[config.mk]
export PLATFORM = sky130hd
export DESIGN_NAME = dpn_mac
export DESIGN_NICKNAME = d
export VERILOG_FILES = /design/src/rtl/core/dpn_pkg.sv /design/src/rtl/core/dpn_mac.sv
export SDC_FILE = /design/constraint.sdc
export NUM_CORES = 2
export LEC_CHECK = 0
export ABC_AREA = 1
export BUFFER_PORTS_ARGS = -buffer_cell sky130_fd_sc_hd__buf_2
export CORE_UTILIZATION = 40
export CTS_CLUSTER_SIZE = 14
export DETAILED_ROUTE_END_ITERATION = 8
export PLACE_DENSITY = 0.61
export SYNTH_ARGS = -nofsm -noshare
export SYNTH_HDL_FRONTEND = slang
export SYNTH_SLANG_ARGS = --single-unit
[constraint.sdc]
create_clock -name clock -period 11.3 [get_ports clock]
set_clock_uncertainty 0.05 [all_clocks]
set_input_delay 1.13 -clock clock [delete_from_list [all_inputs] [get_ports clock]]
set_output_delay 1.13 -clock clock [all_outputs]
set_load 0.005 [all_outputs]
[src/rtl/core/dpn_pkg.sv]
// Shared types, constants and helpers for the difference polynomial neuron unit.
// No dependencies; every other file but the assertion macro header imports this package.
`timescale 1ns / 1ps

package dpn_pkg;

   localparam int DATA_W          = 32;  // Q16.16 word
   localparam int IDX_W           = 6;   // neuron index field
   localparam int IDX_RANGE       = 1 << IDX_W;
   localparam int CSR_IDX_W       = 3;
   localparam int NUM_COEFS       = 7;
   localparam int FIRST_DIFF_TERM = 3;
   localparam int PROD_W          = 2 * DATA_W;
   localparam int TERM_W          = PROD_W - 16;  // rounded product
   localparam int ACC_W           = TERM_W + 3;   // six terms plus bias

   localparam int NEURONS_DEFAULT   = 64;
   localparam int MAX_DIFFS_DEFAULT = 4;

   typedef enum logic [CSR_IDX_W-1:0] {
      CSR_COEFF_COUNT     = 3'd0,
      CSR_COEF_BIAS       = 3'd1,
      CSR_COEF_ACTIVATION = 3'd2,
      CSR_COEF_LINEAR     = 3'd3,
      CSR_COEF_DIFF0      = 3'd4,
      CSR_COEF_DIFF1      = 3'd5,
      CSR_COEF_DIFF2      = 3'd6,
      CSR_COEF_DIFF3      = 3'd7
   } csr_index_type;

   // Control into the shared multiply-accumulate unit.
   typedef struct packed {
      logic                     start;   // load accumulator with init
      logic signed [DATA_W-1:0] init;
      logic                     mul_en;  // multiply op_a * op_b this cycle
      logic signed [DATA_W-1:0] op_a;
      logic signed [DATA_W-1:0] op_b;
   } mac_ctl_type;

   // Clamp a wide signed value to a 32-bit signed word.
   function automatic logic signed [DATA_W-1:0] sat32(input logic signed [ACC_W-1:0] v);
      logic signed [ACC_W-1:0] hi;
      logic signed [ACC_W-1:0] lo;
      hi = $signed({{(ACC_W-DATA_W+1){1'b0}}, {(DATA_W-1){1'b1}}});
      lo = $signed({{(ACC_W-DATA_W+1){1'b1}}, {(DATA_W-1){1'b0}}});
      if (v > hi) begin
         return hi[DATA_W-1:0];
      end else if (v < lo) begin
         return lo[DATA_W-1:0];
      end
      return v[DATA_W-1:0];
   endfunction

endpackage

[src/rtl/core/dpn_mac.sv]
// Shared multiply-accumulate: one registered 32x32 product per cycle,
// rounded half up to Q16.16 and summed in a wide accumulator.
// Depends on dpn_pkg.
`timescale 1ns / 1ps

module dpn_mac (
   input  logic                              clock,
   input  logic                              reset,
   input  dpn_pkg::mac_ctl_type              ctl,
   output logic signed [dpn_pkg::DATA_W-1:0] result
);
   import dpn_pkg::*;

   logic signed [PROD_W-1:0] prod_ff;
   logic                     prod_vld_ff;
   logic signed [ACC_W-1:0]  acc_ff;
   logic signed [ACC_W-1:0]  acc_in;
   logic signed [PROD_W-1:0] prod_rnd;
   logic signed [TERM_W-1:0] term;

   always_comb begin
      prod_rnd = prod_ff + PROD_W'(32'sd32768);
      term     = prod_rnd[PROD_W-1:16];  // floor shift after adding one half
      acc_in   = acc_ff;
      if (ctl.start) begin
         acc_in = {{(ACC_W-DATA_W){ctl.init[DATA_W-1]}}, ctl.init};
      end else if (prod_vld_ff) begin
         acc_in = acc_ff + {{(ACC_W-TERM_W){term[TERM_W-1]}}, term};
      end
   end

   always_ff @(posedge clock) begin
      if (reset) begin
         prod_vld_ff <= 1'b0;
      end else begin
         prod_vld_ff <= ctl.mul_en;
      end
   end

   always_ff @(posedge clock) begin
      if (ctl.mul_en) begin
         prod_ff <= $signed(ctl.op_a) * $signed(ctl.op_b);
      end
      acc_ff <= acc_in;
   end

   assign result = sat32(acc_ff);

endmodule

Word level (Yosys, flattened, before mapping)
Cells that the tools add are included.
- register bits: 116
- input port bits: 100
- output and inout port bits: 32
- logic and storage cells: 16
- add/subtract/negate cells: 2
- $mul: 1
- $lt $le $gt $ge: 2
- mux-type cells: 7
- reductions and logical operators: 1
- operators with widths (operator ; number):
    $mux 51 ; 2
    $mux 32 ; 3
    $add 64x17->64 const B ; 1
    $mul 32x32->64 ; 1
    $add 51x51->51 ; 1
    $gt 51x32->1 const B ; 1
    $lt 51x32->1 const B ; 1
    $mux 1 ; 2
    $reduce_bool 2->1 ; 1

Logic depth before layout (Yosys ltp)
- depth after elaboration: 4
- gate-level depth with buffers: 32
- depth with buffers taken out: 31

Least setup slack after synthesis
OpenSTA, ideal clock, no wires.
- kind: input -> register
- from: in ctl[63] in the netlist's numbering
- to: reg prod_ff[61], data pin
- setup time: 0.252 ns
- data arrival time: 7.915 ns
- required time: 10.998 ns
- path slack: 3.083 ns
- cell stages on the path: 25
- buffers on the path: 1
- cells stage by stage: clkbuf_1 > nand2_1 > fa_1 > fa_1 > inv_1 > fa_1 > fa_1 > inv_1 > fa_1 > inv_1 > fa_1 > inv_1 > fa_1 > inv_1 > fa_1 > ha_1 > nand2_1 > nor2_2 > inv_2 > nor2_1 > inv_2 > nor4_1 > nand2_1 > nand3_1 > nand2_1
- longest elaborated chain between the ends: 1
- ends and longest elaborated chain (item ; line ; RTL):
    start, declared ; dpn_mac.sv:9 ; input dpn_pkg::mac_ctl_type ctl,
    $mul 32x32->64 ; dpn_mac.sv:42 ; prod_ff <= $signed(ctl.op_a) * $signed(ctl.op_b);
    end signal, assigned ; dpn_mac.sv:42 ;
    end, declared ; dpn_mac.sv:14 ; logic signed [PROD_W-1:0] prod_ff;
No other way between the ends.
A chain may end at the register's enable or synchronous reset.

Worst setup path after layout
- from: in ctl[63] in the netlist's numbering
- to: reg prod_ff[51], data pin
Same word-level chain as after synthesis.

==> flow_metrics.env <==
export IMPL_fmax_mhz=111
export IMPL_cts_tree="built"
export IMPL_ctsHtreeMaxLevel=3
export IMPL_synth_simple_area_share_pct=21.0
export IMPL_worstHoldPathType="flip-flop to flip-flop"
export IMPL_ys_ff_latch=101
export IMPL_drt_pass1_iterations=6
export IMPL_tightest_slew_ns=1.05
export IMPL_slowest_stage="fa_1"
export IMPL_timing_hold_violations_final=0
export IMPL_port_buffers=131
export IMPL_cts_hold_buf=0
export IMPL_crit_path_max_incr_delay_ns=1.03
export IMPL_fin_crit_ns=9.05
export IMPL_r2r_slack_ns=6.90
export IMPL_reg2reg_to="acc_ff[33]$_DFFE_PP_"
export IMPL_grt_max_degree=51
export IMPL_whs_endpoint="acc_ff[0]$_DFFE_PP_"
export IMPL_overflow=0
export IMPL_path_common_cell="fa_1"
export IMPL_synth_xor_area_share_pct=1.47
export IMPL_antenna_found_initial=8
export IMPL_worstSkewPairLatency_ns=0.40
export IMPL_clkSinkCount=101
export IMPL_crit_path_start_kind="primary input"
export IMPL_postRouteAntennaNets=0
export IMPL_fp_dieH_um=347
export IMPL_clock_path_buffers=2
export IMPL_rows=126
export IMPL_post_route_drc_count=0
export IMPL_status="finished clean"
export IMPL_core_um2=118000
export IMPL_syn_num_nets=7749
export IMPL_final_setup_worst_slack_ns=2.25
export IMPL_crit_fanout=32
export IMPL_dr_first_iter_drc_count=2907
export IMPL_ff_latch_area_um2=3020
export IMPL_vias_per_cell=4.96
export IMPL_rsz0062_at_grt="no"
export IMPL_hpwl_um=122000
export IMPL_synth_area_leaders="fa_1, nand2_1, inv_1"
export IMPL_worstHoldPathCells=3
export IMPL_yosys_area_top_type="fa_1"
export IMPL_setup_viol=0
export IMPL_cp_required_ns=11.40
export IMPL_syn_cell_area_um2=47600
export IMPL_synthAdderAreaFrac_pct=51.6
export IMPL_dieWidth_um=347
export IMPL_yosysWarnings=0
export IMPL_ys_types=40
export IMPL_maxSlewHeadroom_pct=29.7
export IMPL_synth_compound_area_share_pct=3.11
export IMPL_grt_pass1_wl_um=233000
export IMPL_grt_pass1_vias=41700
export IMPL_cap_violations=0
export IMPL_syn2layout_area_growth_pct=4.75
export IMPL_initial_core_util_pct=40.4
export IMPL_root_buffer="clkbuf_16"
export IMPL_fin_crit_sh_pct=80.1
export IMPL_io_pins=132
export IMPL_synthMuxAreaShare_pct=0
export IMPL_endpoint_kind="flip-flop"
export IMPL_numCtsBuffers=9
export IMPL_nets=7696
export IMPL_regToRegStartpoint="prod_ff[15]$_DFFE_PP_"
export IMPL_synth_top_family_by_area="adder cells"
export IMPL_grt_total_usage_pct=24.7
export IMPL_avgRoutedWirePerCell_um=18.4
export IMPL_via_count=38800
export IMPL_hp_start="acc_ff[0]$_DFFE_PP_"
export IMPL_pre_cts_ws_ns=1.83
export IMPL_worstRegToRegCells=19
export IMPL_worstSetupPathType="primary input to flip-flop"
export IMPL_num_fill_cells=12100
export IMPL_wirelength_um=144000
export IMPL_syn_avg_cell_area_um2=7.51
export IMPL_cts_setup_buffers=0
export IMPL_drive_above_1_share_pct=4.20
export IMPL_die_area_um2=120000
export IMPL_path_clk_slew_ns=0.08
export IMPL_synth_top_area_share_pct=45.5
export IMPL_cp_cell_sequence="buf_2 > nand2_1 > fa_1 > fa_1 > inv_1 > fa_1 > fa_1 > inv_1 > fa_1 > inv_1 > fa_1 > inv_1 > fa_1 > inv_1 > fa_1 > ha_1 > a21oi_1 > o21ai_0 > a21oi_1 > o21ai_0 > a21oi_1 > nand2_1 > nand2_1 > nand2_1"
export IMPL_seq_area_frac_synth_pct=6.35
export IMPL_setup_tns_ns=0
export IMPL_synthCells=6336
export IMPL_ctsResizeCount=0
export IMPL_cp_arrival_ns=9.15
export IMPL_multi_input_area_um2=36700
export IMPL_final_max_slew_viol_count=0
export IMPL_gp_congestion=0.990
cell families (layout without fill, tap and decap cells):
family                   after synthesis  after routing
other                                  0              3
XOR/XNOR                              80             80
AO/OA/AOI/OAI                        280            280
flip-flops                           101            101
buffers and inverters               2083           2035
AND/OR/NAND/NOR                     2479           2479
adder cells (fa/ha/maj)             1313           1313
per-layer routing:
layer	global-route usage [%]	vias to the layer above	wire [um]
li1	-	17800	-
met4	5.03	8	3120
met3	2.18	204	7680
met5	0	-	48
met1	34.0	19600	64500
met2	42.4	1216	68800
area by class of cell:
cell class | count | area share, %
sequential | 101 | 6.06
tap | 1536 | 3.86
multi-input combinational | 4152 | 73.7
clock inverter | 7 | 0.251
timing repair buffer | 147 | 1.56
antenna | 3 | 0.0151
clock buffer | 9 | 0.452
inverter | 1872 | 14.1
how the worst max path moves through the flow:
stage	start	endpoint	slack, ns	cells past startpoint
global placement	ctl[63]	prod_ff[59]$_DFFE_PP_	1.97	25
finish	ctl[63]	prod_ff[51]$_DFFE_PP_	2.25	24
CTS	ctl[63]	prod_ff[51]$_DFFE_PP_	2.26	24
floorplan	ctl[63]	prod_ff[61]$_DFFE_PP_	3.08	25
detailed placement	ctl[63]	prod_ff[51]$_DFFE_PP_	1.83	24
global route	ctl[63]	prod_ff[61]$_DFFE_PP_	1.75	25
placed cells by master (no fill, tap or decap), types with 9 or more instances in the layout:
cell type and instances:
xnor2_1 19, xor2_1 61, a21oi_1 151, or2_2 17
buf_2 131, nor4_1 15, clkbuf_16 9, ha_1 231
inv_2 38, inv_1 1832, o21ai_0 74, buf_4 16
nor2_2 19, nor2_1 285, o21ai_1 23, or2_1 10
nand2_1 1858, edfxtp_1 100, fa_1 1082, nor3_1 34
nand4_1 45, o21bai_1 13, nand3_1 159
metrics by stage:
step           hold slack, ns  instance area (um^2)  cells  utilization (%)
2_1_floorplan           0.586                 47600   6336                -
3_3_place_gp            0.626                 49500   7808             42.0
3_5_place_dp            0.635                 49500   7808             42.0
4_1_cts                 0.655                 49800   7824             42.3
5_1_grt                 0.722                 49800   7826             42.3
6_report                0.653                 49800   7827             42.3
registers in the layout, summed over array words and instances (netlist names):
name	count
prod_ff	49
acc_ff	51
prod_vld_ff	1
synthesized netlist by cell type:
master	n
a21boi_0	1
a21o_1	7
a21oi_1	151
a21oi_2	3
a31oi_1	2
and2_1	4
and3_1	2
buf_2	7
clkbuf_1	204
clkinv_1	2
dfxtp_1	1
edfxtp_1	100
fa_1	1082
ha_1	231
inv_1	1832
inv_2	38
nand2_1	1858
nand2_2	8
nand2b_1	1
nand3_1	159
nand3_2	3
nand3b_1	7
nand4_1	45
nor2_1	285
nor2_2	19
nor2_4	5
nor3_1	34
nor3_2	3
nor3b_2	1
nor4_1	15
nor4_2	1
nor4_4	2
o21a_1	5
o21ai_0	74
o21ai_1	24
o21bai_1	13
or2_1	10
or2_2	17
xnor2_1	19
xor2_1	61
critical path: cells and delay by family:
kind,cells,cell delay (ns)
adder cells (fa/ha/maj),9,5.39
buffers and inverters,6,1.17
AO/OA/AOI/OAI,5,1.06
AND/OR/NAND/NOR,4,0.37
Power is not shown: default switching activity piles up to over one toggle a cycle in this logic, so the estimate is an artifact.
